[src/hw/rtl/dilv_pkg.sv]
// ----------------------------------------------------------------------------
// dilv_pkg: shared types and constants for the decimal integer list validator
// Transaction payloads, status codes, store sizing and queue sizing.
// ----------------------------------------------------------------------------
package dilv_pkg;

    localparam int MAX_ENTRIES = 512;
    localparam int ADDR_W      = $clog2(MAX_ENTRIES);
    localparam int CNT_W       = $clog2(MAX_ENTRIES + 1);
    localparam int VAL_W       = 32;
    localparam int POS_W       = 10;

    localparam int QDEPTH = 2;
    localparam int QPTR_W = (QDEPTH > 1) ? $clog2(QDEPTH) : 1;
    localparam int QLVL_W = $clog2(QDEPTH + 1);

    localparam logic [1:0] KIND_CHAR = 2'd0;
    localparam logic [1:0] KIND_END  = 2'd1;
    localparam logic [1:0] KIND_NEW  = 2'd2;

    localparam logic [2:0] STAT_ACCEPT    = 3'd0;
    localparam logic [2:0] STAT_MALFORMED = 3'd1;
    localparam logic [2:0] STAT_RANGE     = 3'd2;
    localparam logic [2:0] STAT_DUP       = 3'd3;
    localparam logic [2:0] STAT_FULL      = 3'd4;

    typedef struct packed {
        logic [1:0] kind;
        logic [7:0] ch;
    } in_t;

    typedef struct packed {
        logic [2:0]              status;
        logic signed [VAL_W-1:0] number;
        logic [POS_W-1:0]        position;
    } out_t;

    // front -> back command: end of argument (with pre-check) or new list
    typedef struct packed {
        logic             is_end;
        logic [2:0]       status;
        logic [VAL_W-1:0] value;
    } cmd_t;

    typedef struct packed {
        logic [CNT_W-1:0] count;
        logic             busy;
    } back_stat_t;

endpackage

[src/hw/rtl/dilv_queue.sv]
// ----------------------------------------------------------------------------
// dilv_queue: scanner to store engine command queue, a small register FIFO.
// Users push only when not full, pop only when not empty; neither is checked.
// ----------------------------------------------------------------------------
module dilv_queue (
    input  logic                        clk,
    input  logic                        rst_n,
    input  logic                        push,
    input  dilv_pkg::cmd_t              push_cmd,
    input  logic                        pop,
    output dilv_pkg::cmd_t              head,
    output logic [dilv_pkg::QLVL_W-1:0] level
);

    dilv_pkg::cmd_t                entry_reg [dilv_pkg::QDEPTH];
    logic [dilv_pkg::QPTR_W-1:0]   wr_ptr_reg, wr_ptr_next;
    logic [dilv_pkg::QPTR_W-1:0]   rd_ptr_reg, rd_ptr_next;
    logic [dilv_pkg::QLVL_W-1:0]   level_reg, level_next;

    localparam logic [dilv_pkg::QPTR_W-1:0] LAST = dilv_pkg::QPTR_W'(dilv_pkg::QDEPTH - 1);

    always_comb
    begin
        wr_ptr_next = wr_ptr_reg;
        rd_ptr_next = rd_ptr_reg;
        level_next  = level_reg;
        if (push)
        begin
            wr_ptr_next = (wr_ptr_reg == LAST) ? '0 : wr_ptr_reg + 1'b1;
        end
        if (pop)
        begin
            rd_ptr_next = (rd_ptr_reg == LAST) ? '0 : rd_ptr_reg + 1'b1;
        end
        if (push && !pop)
        begin
            level_next = level_reg + 1'b1;
        end
        else if (pop && !push)
        begin
            level_next = level_reg - 1'b1;
        end
    end

    always_ff @(posedge clk or negedge rst_n)
    begin
        if (!rst_n)
        begin
            wr_ptr_reg <= '0;
            rd_ptr_reg <= '0;
            level_reg  <= '0;
        end
        else
        begin
            wr_ptr_reg <= wr_ptr_next;
            rd_ptr_reg <= rd_ptr_next;
            level_reg  <= level_next;
        end
    end

    always_ff @(posedge clk)
    begin
        if (push)
        begin
            entry_reg[wr_ptr_reg] <= push_cmd;
        end
    end

    assign head  = entry_reg[rd_ptr_reg];
    assign level = level_reg;

endmodule

[config.mk]
export PLATFORM = sky130hd
export DESIGN_NAME = dilv_queue
export DESIGN_NICKNAME = d
export VERILOG_FILES = /design/src/hw/rtl/dilv_pkg.sv /design/src/hw/rtl/dilv_queue.sv
export SDC_FILE = /design/constraint.sdc
export NUM_CORES = 1
export LEC_CHECK = 0
export BUFFER_PORTS_ARGS = -buffer_cell sky130_fd_sc_hd__buf_4
export CORE_MARGIN = 2
export CORE_UTILIZATION = 49
export CTS_BUF_LIST = sky130_fd_sc_hd__clkbuf_2
export DETAILED_ROUTE_END_ITERATION = 7
export GPL_ROUTABILITY_DRIVEN = 0
export PLACE_DENSITY = 0.78
export SYNTH_ARGS = -nofsm -noshare
export SYNTH_HDL_FRONTEND = slang
export SYNTH_SLANG_ARGS = --single-unit
[constraint.sdc]
create_clock -name clk -period 2.6 [get_ports clk]
set_input_delay 0.52 -clock clk [delete_from_list [all_inputs] [get_ports clk]]
set_output_delay 0.52 -clock clk [all_outputs]
set_load 0.02 [all_outputs]
## Word-level counts from Yosys, hierarchy flattened

Memories as Yosys holds them, arrays and structs flattened.
Cells that the tools add are included.

- Bits in registers: 4
- RAM bits: 72
- Bits of input ports: 40
- Output and inout bits: 38
- Word-level logic and storage cells: 19
- Memories: 1

Memories:

| name | words | width | rd ports | clocked after Yosys merged registers in | write ports | RTL line | text |
|---|---|---|---|---|---|---|---|
| entry_reg | 2 | 36 | 1 | 0 | 1 | dilv_queue.sv:15 | `dilv_pkg::cmd_t entry_reg [dilv_pkg::QDEPTH];` |

- Add/sub/neg operators: 4
- Muxes and demuxes: 6
- Reduce and logical (&&, ||, !) cells: 5

Operators with widths:

| cell | number |
|---|---|
| 1-bit 2-to-1 mux | 4 |
| 2-bit 2-to-1 mux | 2 |
| 1-bit adder (second input constant) | 2 |
| 2-bit by 1-bit adder with 2-bit output (second input constant) | 1 |
| 1-bit logical AND | 2 |
| 1-bit zero test | 2 |
| 2-bit nonzero test | 1 |
| 2-bit by 1-bit subtractor with 2-bit output (second input constant) | 1 |

## Logic depth before layout (Yosys ltp)

- Depth after elaboration: 4
- Gate-level depth with buffers: 5
- Mapped depth without buffers: 5

## Least setup slack after synthesis

No wires, ideal clock.

- Path kind: input to register
- Start point: input port push
- End point: memory entry_reg[0][0] (netlist name), enable pin
- Setup time: 0.434 ns
- Arrival: 2.138 ns
- Data required time: 2.166 ns
- Slack: 0.028 ns
- Cell stages on the path: 1
- Path buffers: 0
- Path through: nor2b_1

- Cells in the longest elaborated chain, start to end: 2

Ends and longest elaborated chain:

| item | RTL line | text |
|---|---|---|
| from (decl) | dilv_queue.sv:8 | `input logic push,` |
| 1-bit 2-to-1 mux | dilv_queue.sv:63 | `if (push)` |
| 1-bit 2-to-1 mux (implied by the code) | dilv_queue.sv:65 | `entry_reg[wr_ptr_reg] <= push_cmd;` |
| to (decl) | dilv_queue.sv:15 |  |

Every way passes these cells.

==> impl_metrics.py <==
metrics = {
    "timing": {
        "period_needed_ns": 2.40,
        "worst_slew_pin_slew_ns": 0.458,
        "max_freq_ghz": 0.416,
        "rsz0062_at_grt": "false",
        "finClkSkew_ns": 0.00924,
        "whs_ns": 0.225,
        "final_hold_viol_count": 0,
        "fin_crit_sh_pct": 92.4,
        "slew_headroom_pct": 69.4,
        "tns_ns": 0,
        "slew_violations": 0,
        "setup_violations": 0,
    },
    "clocking": {
        "tritoncts": "yes",
        "htreeDepth": 3,
        "clk_path_buf_depth": 2,
        "cts_buffers": 9,
        "clock-sinks": 76,
        "cts.clk_slew.worst_paths_ns": 0.19,
        "insertion_delay_ns": 0.45,
        "post_cts_buffers": 0,
        "clockRootBuffer": "clkbuf_2",
    },
    "synth": {
        "yosysMostFrequentCell": "edfxtp_1",
        "synth_area_leaders": "edfxtp_1, mux2_4, dfrtp_1",
        "syn_nets": 167,
        "synth-edff-count": 72,
        "yosysTopAreaCellShare_pct": 73.9,
        "synth_top_cells_by_count": "edfxtp_1, mux2_4, mux2_2, dfrtp_1, xor2_1",
        "synth_area_per_cell_um2": 23.2,
        "yosys.area.top_type": "edfxtp_1",
        "syn_inst": 126,
        "ys.warnings.count": 0,
        "synthArstFlopShare_pct": 5.26,
        "yosysSeqAreaShare_pct": 77.4,
        "synth-main-ff-cell": "edfxtp_1",
        "synth.distinct_cells": 13,
        "syn-cell-area_um2": 2920,
        "ys_ff_latch": 76,
    },
    "routing": {
        "drc": 0,
        "via_per_inst": 4.77,
        "vias": 1401,
        "wl_per_cell_um": 15.3,
        "drt_iter0_markers": 40,
        "totalWireLength_mm": 4.50,
        "dr.pass1.iters": 4,
        "ant_nets": 0,
    },
    "floorplan": {
        "dieWidth_um": 81.3,
        "ioPinCount": 78,
        "rows": 28,
        "coreArea_um2": 5850,
        "die_h_um": 81.3,
        "die_area_um2": 6600,
        "initial_core_util_pct": 50.0,
    },
    "grt": {
        "grt_max_degree": 24,
        "grt_overflow": 0,
        "grt_pass1_vias": 1454,
        "antenna_found_initial": 0,
        "gr-usage-all-layers_pct": 14.8,
        "grt_pass1_wl_mm": 6.89,
    },
    "setup_path": {
        "slowest_delay_ns": 0.66,
        "crit_arrival_ns": 1.88,
        "crit_chain": "buf_12 -> mux2_2 -> buf_4",
        "cp_slowest_cell": "dfrtp_4",
        "critPathKind": "flop to output pin",
        "cp-start-kind": "flop",
        "cp_max_fo": 23,
        "worstSetupEndpointType": "output pin",
        "cp.required_ns": 2.08,
    },
    "layout": {
        "area_growth_pct": 27.0,
        "num-nets-final": 255,
        "fill_cells": 422,
        "final_area_um2": 3710,
        "diodes": 0,
        "largest_register_ffs": 72,
        "final_util_pct": 63.5,
        "drive_above_1_share_pct": 60.7,
    },
    "power_and_ir_drop": {
        "worst_ir_drop_vdd_v": 0.000545,
        "power_per_cell_area_nw_per_um2": 1050,
        "p_leak_uw": 0.00150,
        "power_uw": 3880,
    },
    "placement": {
        "portBuffers": 77,
        "dp_hpwl_mm": 3.14,
        "placed_area_um2": 3590,
    },
    "job": {
        "drv_cap": 0,
    },
    "run_status": {
        "outcome": "finished clean",
    },
    "hold_path": {
        "hold_class": "primary input to flop",
    },
}
routing by layer:
layer  up-vias  share of wire (%)  GRT usage [%]
met4         0               0.49           7.12
met2        54                 52           24.6
met5         -                  0              0
met3         3                6.6           4.67
li1        667                  -              -
met1       677                 41           17.3
report_power, final:
part | switching, uW | leakage, uW | total, uW | internal, uW
logic | 731 | 0.000713 | 1530 | 800
clock network | 364 | 0.0000668 | 581 | 217
registers | 140 | 0.000721 | 1770 | 1630
total | 1240 | 0.00150 | 3880 | 2650
path summary, 6_finish.rpt:
kind                         startpoint                to  slack, ns  depth (start not counted)
max                          rd_ptr_reg          head[22]       0.20                          3
min                        push_cmd[18]  entry_reg[1][18]       0.23                          1
max reg2reg                  wr_ptr_reg  entry_reg[0][30]       1.20                          2
min reg2reg                    level[1]          level[1]       0.49                          1
max in group asynchronous         rst_n        rd_ptr_reg       2.13                          2
min in group asynchronous         rst_n          level[0]       0.35                          2
cell families (layout without fill, tap and decap cells):
family / after synthesis / count (layout) / share of synthesized area, %
AND/OR/NAND/NOR: 3 / 3 / 0.556
multiplexers: 36 / 36 / 17.6
adder cells (fa/ha/maj): 1 / 1 / 0.428
flip-flops: 76 / 76 / 77.4
buffers and inverters: 5 / 98 / 2.57
XOR/XNOR: 5 / 5 / 1.50
worst max-delay path, delay by kind of cell, from the launching register on:
kind                   cells  cell delay (ns)
buffers and inverters      2             0.41
flip-flops                 1             0.66
multiplexers               1             0.36
layout by cell type (no fill, tap or decap), types with 2 or more instances in the layout:
master,netlist,final
clkinv_2,0,2
edfxtp_1,72,72
clkbuf_2,0,10
dfrtp_1,4,3
clkinv_1,0,2
mux2_2,7,7
xor2_1,4,4
buf_4,0,77
mux2_4,29,29
buf_12,3,3
timing repair:
item	in CTS	in global routing
endpoints found under the hold margin	4	0
hold buffers	1	0
setup endpoints to repair	0	8
resized for setup	0	1
layout make-up:
| class | instances | area, um2 | share of cell area, % |
|---|---|---|---|
| repair buffers | 81 | 648 | 17.5 |
| inverters | 1 | 3.75 | 0.101 |
| clock inverters | 6 | 55.1 | 1.48 |
| well taps | 75 | 93.8 | 2.53 |
| clock buffers | 10 | 50.0 | 1.35 |
| multi-input cells | 45 | 596 | 16.0 |
| flip-flops and latches | 76 | 2270 | 61.0 |
through the flow:
stage	cells	setup slack, ns
detailed placement	277	0.590
floorplan	126	0.0280
finish	294	0.198
global route	294	0.0713
CTS	294	0.0198
global placement	277	0.614
Note: power is estimated with default switching activity, not from simulation.
