### config.mk
export PLATFORM = sky130hd
export DESIGN_NAME = dilv_front
export DESIGN_NICKNAME = d
export VERILOG_FILES = /design/src/hw/rtl/dilv_pkg.sv /design/src/hw/rtl/dilv_front.sv
export SDC_FILE = /design/constraint.sdc
export NUM_CORES = 1
export LEC_CHECK = 0
export BUFFER_PORTS_ARGS = -buffer_cell sky130_fd_sc_hd__clkbuf_2
export CORE_AREA = 8 8 124 126
export DETAILED_ROUTE_END_ITERATION = 10
export DIE_AREA = 0 0 132 134
export MAX_ROUTING_LAYER = met4
export PLACE_DENSITY_LB_ADDON = 0.3
export RECOVER_POWER = 100
export SLEW_MARGIN = 30
export SYNTH_ARGS = -nofsm -noshare
export SYNTH_HDL_FRONTEND = slang
export SYNTH_SLANG_ARGS = --single-unit
### constraint.sdc
create_clock -name clk -period 6.2 [get_ports clk]
set_input_delay 0.31 -clock clk [delete_from_list [all_inputs] [get_ports clk]]
set_output_delay 0.31 -clock clk [all_outputs]
set_load 0.02 [all_outputs]
### src/hw/rtl/dilv_pkg.sv
// ----------------------------------------------------------------------------
// dilv_pkg: shared types and constants for the decimal integer list validator
// Transaction payloads, status codes, store sizing and queue sizing.
// ----------------------------------------------------------------------------
package dilv_pkg;

    localparam int MAX_ENTRIES = 512;
    localparam int ADDR_W      = $clog2(MAX_ENTRIES);
    localparam int CNT_W       = $clog2(MAX_ENTRIES + 1);
    localparam int VAL_W       = 32;
    localparam int POS_W       = 10;

    localparam int QDEPTH = 2;
    localparam int QPTR_W = (QDEPTH > 1) ? $clog2(QDEPTH) : 1;
    localparam int QLVL_W = $clog2(QDEPTH + 1);

    localparam logic [1:0] KIND_CHAR = 2'd0;
    localparam logic [1:0] KIND_END  = 2'd1;
    localparam logic [1:0] KIND_NEW  = 2'd2;

    localparam logic [2:0] STAT_ACCEPT    = 3'd0;
    localparam logic [2:0] STAT_MALFORMED = 3'd1;
    localparam logic [2:0] STAT_RANGE     = 3'd2;
    localparam logic [2:0] STAT_DUP       = 3'd3;
    localparam logic [2:0] STAT_FULL      = 3'd4;

    typedef struct packed {
        logic [1:0] kind;
        logic [7:0] ch;
    } in_t;

    typedef struct packed {
        logic [2:0]              status;
        logic signed [VAL_W-1:0] number;
        logic [POS_W-1:0]        position;
    } out_t;

    // front -> back command: end of argument (with pre-check) or new list
    typedef struct packed {
        logic             is_end;
        logic [2:0]       status;
        logic [VAL_W-1:0] value;
    } cmd_t;

    typedef struct packed {
        logic [CNT_W-1:0] count;
        logic             busy;
    } back_stat_t;

endpackage

### src/hw/rtl/dilv_front.sv
// ----------------------------------------------------------------------------
// dilv_front: argument character scanner
// Accepts input transactions, parses sign and digits with range check, and
// queues one command per end-of-argument or new-list transaction.
// ----------------------------------------------------------------------------
module dilv_front (
    input  logic           clk,
    input  logic           rst_n,
    input  logic           in_valid,
    output logic           in_ready,
    input  dilv_pkg::in_t  in_data,
    input  logic           q_full,
    output logic           q_push,
    output dilv_pkg::cmd_t q_cmd
);

    localparam logic [2:0] PH_START  = 3'd0;
    localparam logic [2:0] PH_SIGN   = 3'd1;
    localparam logic [2:0] PH_ZERO   = 3'd2;
    localparam logic [2:0] PH_DIGITS = 3'd3;
    localparam logic [2:0] PH_BAD    = 3'd4;

    logic [2:0]  phase_reg, phase_next;
    logic        neg_reg, neg_next;
    logic [31:0] mag_reg, mag_next;
    logic        range_reg, range_next;

    logic        acc;
    logic        digit;
    logic [3:0]  dval;
    logic [34:0] prod;
    logic [34:0] limit;
    logic [2:0]  lead_phase;

    assign in_ready = !q_full;
    assign acc      = in_valid && in_ready;
    assign digit    = (in_data.ch >= 8'h30) && (in_data.ch <= 8'h39);
    assign dval     = 4'(in_data.ch - 8'h30);
    assign prod     = ({3'b000, mag_reg} << 3) + ({3'b000, mag_reg} << 1) + {31'd0, dval};
    assign limit    = neg_reg ? 35'h0_8000_0000 : 35'h0_7FFF_FFFF;

    always_comb
    begin
        if (in_data.ch == 8'h30)
        begin
            lead_phase = PH_ZERO;
        end
        else if (digit)
        begin
            lead_phase = PH_DIGITS;
        end
        else
        begin
            lead_phase = PH_BAD;
        end
    end

    always_comb
    begin
        phase_next = phase_reg;
        neg_next   = neg_reg;
        mag_next   = mag_reg;
        range_next = range_reg;
        q_push     = 1'b0;
        q_cmd      = '0;
        if (acc)
        begin
            case (in_data.kind)
                dilv_pkg::KIND_CHAR:
                begin
                    if (!range_reg && phase_reg != PH_BAD)
                    begin
                        case (phase_reg)
                            PH_START:
                            begin
                                if (in_data.ch == 8'h2D)
                                begin
                                    neg_next   = 1'b1;
                                    phase_next = PH_SIGN;
                                end
                                else if (in_data.ch == 8'h2B)
                                begin
                                    phase_next = PH_SIGN;
                                end
                                else
                                begin
                                    phase_next = lead_phase;
                                    mag_next   = {28'd0, dval};
                                end
                            end
                            PH_SIGN:
                            begin
                                phase_next = lead_phase;
                                mag_next   = {28'd0, dval};
                            end
                            PH_DIGITS:
                            begin
                                if (!digit)
                                begin
                                    phase_next = PH_BAD;
                                end
                                else if (prod > limit)
                                begin
                                    range_next = 1'b1;
                                end
                                else
                                begin
                                    mag_next = prod[31:0];
                                end
                            end
                            default:
                            begin
                                phase_next = PH_BAD;
                            end
                        endcase
                    end
                end
                dilv_pkg::KIND_END:
                begin
                    q_push       = 1'b1;
                    q_cmd.is_end = 1'b1;
                    if (phase_reg == PH_BAD || phase_reg == PH_START || phase_reg == PH_SIGN)
                    begin
                        q_cmd.status = dilv_pkg::STAT_MALFORMED;
                    end
                    else if (range_reg)
                    begin
                        q_cmd.status = dilv_pkg::STAT_RANGE;
                    end
                    else
                    begin
                        q_cmd.status = dilv_pkg::STAT_ACCEPT;
                        q_cmd.value  = neg_reg ? (32'd0 - mag_reg) : mag_reg;
                    end
                    phase_next = PH_START;
                    neg_next   = 1'b0;
                    mag_next   = '0;
                    range_next = 1'b0;
                end
                dilv_pkg::KIND_NEW:
                begin
                    q_push       = 1'b1;
                    q_cmd.is_end = 1'b0;
                    phase_next   = PH_START;
                    neg_next     = 1'b0;
                    mag_next     = '0;
                    range_next   = 1'b0;
                end
                default:
                begin
                end
            endcase
        end
    end

    always_ff @(posedge clk or negedge rst_n)
    begin
        if (!rst_n)
        begin
            phase_reg <= PH_START;
            neg_reg   <= 1'b0;
            mag_reg   <= '0;
            range_reg <= 1'b0;
        end
        else
        begin
            phase_reg <= phase_next;
            neg_reg   <= neg_next;
            mag_reg   <= mag_next;
            range_reg <= range_next;
        end
    end

endmodule

### Yosys cells after proc, flatten, opt, wreduce, memory -nomap -nowiden

Index checks and enable logic that the tools add are counted.

* bits in registers: 37
* output and inout bits: 38
* logic and storage cells: 82
* input bits: 14

* $add $sub $neg: 4
* reduce and logical (&&, ||, !) cells: 15
* eq/ne operators: 21
* order comparisons: 3
* multiplexer cells: 35

Operator list (number)
* $mux W32: 9
* $pmux W32 S3: 1
* $pmux W32 S2: 1
* $mux W36: 1
* $add A35 B33 Y35: 1
* $add A35 B4 Y35: 1
* $gt A35 B32 Y1: 1
* $mux W35: 1
* $sub A1 B32 Y32 const A: 1
* $eq A8 B6 Y1 const B: 3
* $mux W3: 6
* $ne A3 B3 Y1 const B: 6
* $ne A2 B2 Y1 const B: 6
* $mux W1: 10
* $pmux W3 S3: 1
* $ge A8 B6 Y1 const B: 1
* $le A8 B6 Y1 const B: 1
* $reduce_and A8 Y1: 1
* $pmux W3 S2: 1
* $reduce_and A6 Y1: 1
* $reduce_and A5 Y1: 1
* $mux W2: 2
* $ne A4 B4 Y1 const B: 1
* $pmux W1 S2: 2
* 14 further kinds: 18

### Longest topological paths before layout

* word-level depth: 9
* mapped depth: 22
* gate-level depth less buffers: 21

### Worst setup path after synthesis

Ideal clock, no wire load.

* kind: register to register
* start point: register mag_reg[0]
* end point: register mag_reg[26]
* stages on the path, launching flop included: 22
* setup slack: 0.913 ns
* buffers on the path: 1
* clock period less this slack: 5.287 ns
* arrival time: 5.165 ns
* path through: dfrtp_1 -> fa_1 -> fa_1 -> a21o_1 -> o21ai_0 -> a31oi_1 -> o31a_1 -> a31oi_1 -> o21a_1 -> o21ai_0 -> xnor2_1 -> ha_1 -> a21o_1 -> a221oi_1 -> o21ai_0 -> nor4_1 -> o21ai_0 -> o211a_1 -> nor4_1 -> o21ai_1 -> buf_2 -> a32o_1

* word-level cells in the longest chain between the ends: 7

RTL lines
* start, declared: line dilv_front.sv:25 `logic [31:0] mag_reg, mag_next;`
* start signal, assigned: line dilv_front.sv:169 `mag_reg <= mag_next;`
* $add A35 B33 Y35 (*): line dilv_front.sv:39 `assign prod = ({3'b000, mag_reg} << 3) + ({3'b000, mag_reg} << 1) + {31'd0, dval};`
* $add A35 B4 Y35 (*): line dilv_front.sv:39
* parallel branches: the longest is 5 deep, another holds $gt A35 B32 Y1

Mark *: on every way between the ends. The select of a mux whose other input is x is not followed.
A chain may end at the register's enable or synchronous reset.

### Final worst setup path

* start point: register mag_reg[7]
* end point: register mag_reg[18]

The elaborated chain is that of the path after synthesis.

==> results by group <==
Worst setup path
  • CP required: 6.37 ns
  • R2r worst-path depth: 22
  • CP Launch Type: flop
  • Crit Path Class: flop to flop
  • Critical Path Sink Type: flop
  • Crit path DAT: 6.02 ns
  • Max FO, Critical Path: 21

Global route
  • GR Overflow Total: 0
  • Global Route Usage Sum: 16.86%
  • Antenna violations before repair: 0
  • Largest net degree at the start of global routing: 44
  • Number of global-route vias before repair: 4887
  • First-pass GRT wire length: 24470 um

Logic synthesis
  • Post-synth ARST share: 100.0%
  • #FFs+latches synth: 37
  • Avg Inst Size Synth: 8.461 um^2
  • Mapped cell area: 5271 um^2
  • Mapped Nets: 738
  • Dominant cell type by area after synthesis: ha_1
  • Number of synthesized flops with an enable pin: 0
  • Synth area leaders: ha_1, dfrtp_1, xor2_1, a32o_1, a21oi_1
  • YS warnings: 0
  • Synthesized instance count: 623
  • Synth unique cells: 66
  • Share of the synthesized area in the top cell type: 23.50%
  • Sequential-to-total area share from yosys stat: 17.56%
  • Top_reg_cell synth: dfrtp_1

Clocking
  • Clock H-tree levels: 2
  • CTS clk-pin slew, worst paths: 0.06 ns
  • CTS tree: done
  • Clock tree root driver cell: clkbuf_16
  • Post-CTS Hold Buffers: 0
  • Cts bufs inserted: 5
  • Worst-skew pair later-pin latency: 0.29 ns
  • Clock Tree Buf Depth: 2
  • CTS Sinks: 37

STA
  • Final hold violation count: 0
  • Min cycle time layout: 5.857 ns
  • Fin crit share: 94.47%
  • Final Skew: 0.006858 ns
  • Setup tns final: 0 ns
  • Max Clk Rate: 170.7 MHz
  • Slew HR: -44.92%
  • Fin. max-slew vios: 71
  • Setup WS post-layout: 0.3430 ns
  • RSZ-0062 raised after global routing: no
  • Worst-margin pin slew: 2.174 ns
  • Endpoints failing setup: 0

Outcome
  • Status: complete, but fails checks
  • Failing checks: max-capacitance violations, max-slew violations

Placement
  • RD Place Congestion: 0.9129
  • Final HPWL DP: 11740 um
  • Port bufs: 50
  • Placed cell area: 5705 um^2
  • DP Worst Slack: 0.2060 ns

Floorplan
  • Die extent in x: 132 um
  • FP Rows: 43
  • I/O pins: 52
  • Core area: 13500 um^2
  • Die height: 134 um
  • Die Area: 17690 um^2
  • Starting Density: 39.03%

Detailed routing
  • Initial detailed-routing violation count: 281
  • Drt pass-1 iters: 5
  • Vias per cell: 5.932
  • Routed Antenna Nets: 0
  • Wirelength per Cell: 17.74 um
  • Residual DRC count: 0
  • DR vias: 5001
  • Final Routed Wirelength: 14960 um

Power and ir drop
  • Cell leakage power: 3.049 nW
  • Total power: 1.013 mW
  • Peak supply drop: 0.1025 mV
  • Pwr/cell area: 172.8 nW/um^2

Layout
  • Fin area: 5858 um^2
  • Max FFs per register: 32
  • Diode count: 0
  • FILL cells: 1356
  • Most frequent cells in the layout: ha_1, nor2_1, a21oi_1
  • Final core utilization: 43.38%
  • Most common cell after layout, fill and taps aside: ha_1
  • Nets: 777
  • P&R area growth vs syn: 11.13%
  • Share of cells above drive strength 1: 8.145%

Run
  • Max-Cap Viols: 2

Min path
  • Hold depth: 2
  • HP Class: input pin to flop
synth_stat cells (all sizes together) (5+ instances only):
cell type / count
inv: 16
nand2b: 5
a211oi: 6
buf: 9
o21ai: 41
clkbuf: 19
nand3: 7
mux2: 6
nand4: 17
nor4: 6
a21o: 21
o31ai: 8
nor3: 6
ha: 99
or3: 9
a21oi: 49
a31oi: 8
nand2: 42
xor2: 39
dfrtp: 37
a32o: 33
xnor2: 20
nor2: 54
routing by layer:
layer | global-route usage (%) | vias up | routed length, um
met5 | - | - | 0
li1 | - | 2450 | -
met2 | 28.89 | 103 | 7264
met3 | 1.122 | 26 | 386
met1 | 21.24 | 2422 | 7033
met4 | 4.148 | 0 | 272
final cells by class:
cell class | count | area, um^2 | area share, %
clock buffer | 5 | 125.1 | 2.136
clock inverter | 3 | 46.29 | 0.7903
inverter | 16 | 60.06 | 1.025
multi-input combinational | 542 | 4188 | 71.49
sequential | 37 | 928.4 | 15.85
tap | 180 | 225.2 | 3.845
timing repair buffer | 60 | 285.3 | 4.870
worst max-delay path, stage by stage, from the launching register on:
cell and delay (ns):
dfrtp_1 0.49, ha_1 0.35, ha_1 0.40, nand4_1 0.16, or3_1 0.41, a311o_1 0.34, nand3_1 0.20, a21oi_1 0.15
nand3b_1 0.19, a31oi_1 0.19, xor2_1 0.28, ha_1 0.30, and3_1 0.18, a221oi_1 0.28, o21ai_0 0.16, nor4_1 0.26
o21ai_0 0.12, o211a_1 0.23, nor4_1 0.25, buf_4 0.17, o21ai_2 0.16, buf_12 0.22, a32o_1 0.21
through the flow:
| stage | instances | hold slack [ns] |
|---|---|---|
| after floorplan | 623 | 0.01441 |
| after global placement | 832 | 0.4992 |
| after detailed placement | 832 | 0.5274 |
| after CTS | 840 | 0.2186 |
| after global routing | 843 | 0.3656 |
| final | 843 | 0.3589 |
kinds of logic (layout without fill, tap and decap cells):
logic type,after synthesis,in the layout,synth area share [%]
simple gates,176,176,17.33
other cells,1,1,0.07114
fa+ha+maj,101,101,24.26
xor+xnor,59,59,9.803
flops,37,37,17.56
mux,7,7,1.472
buf+inv,44,84,3.371
compound gates,198,198,26.13
final timing paths:
path | startpoint | end | slack [ns]
worst max-delay path | mag_reg[7]$_DFFE_PN0P_ | mag_reg[18]$_DFFE_PN0P_ | 0.34
worst min-delay path | in_data[0] | mag_reg[0]$_DFFE_PN0P_ | 0.36
worst max register to register | mag_reg[7]$_DFFE_PN0P_ | mag_reg[18]$_DFFE_PN0P_ | 0.34
worst min register to register | range_reg$_DFFE_PN0P_ | range_reg$_DFFE_PN0P_ | 0.61
max in group asynchronous | rst_n | mag_reg[2]$_DFFE_PN0P_ | 4.15
min in group asynchronous | rst_n | mag_reg[31]$_DFFE_PN0P_ | 0.66
power breakdown:
group	switching [mW]	internal (mW)	total, mW
clock network	0.111	0.191	0.301
logic	0.252	0.185	0.437
registers	0.0224	0.251	0.274
what timing repair did:
action	CTS	global route
gates resized for setup	0	4
buffers inserted	0	3
endpoints found under the hold margin	0	0
setup endpoints to repair	0	32
(Power assumes the default switching activity.)
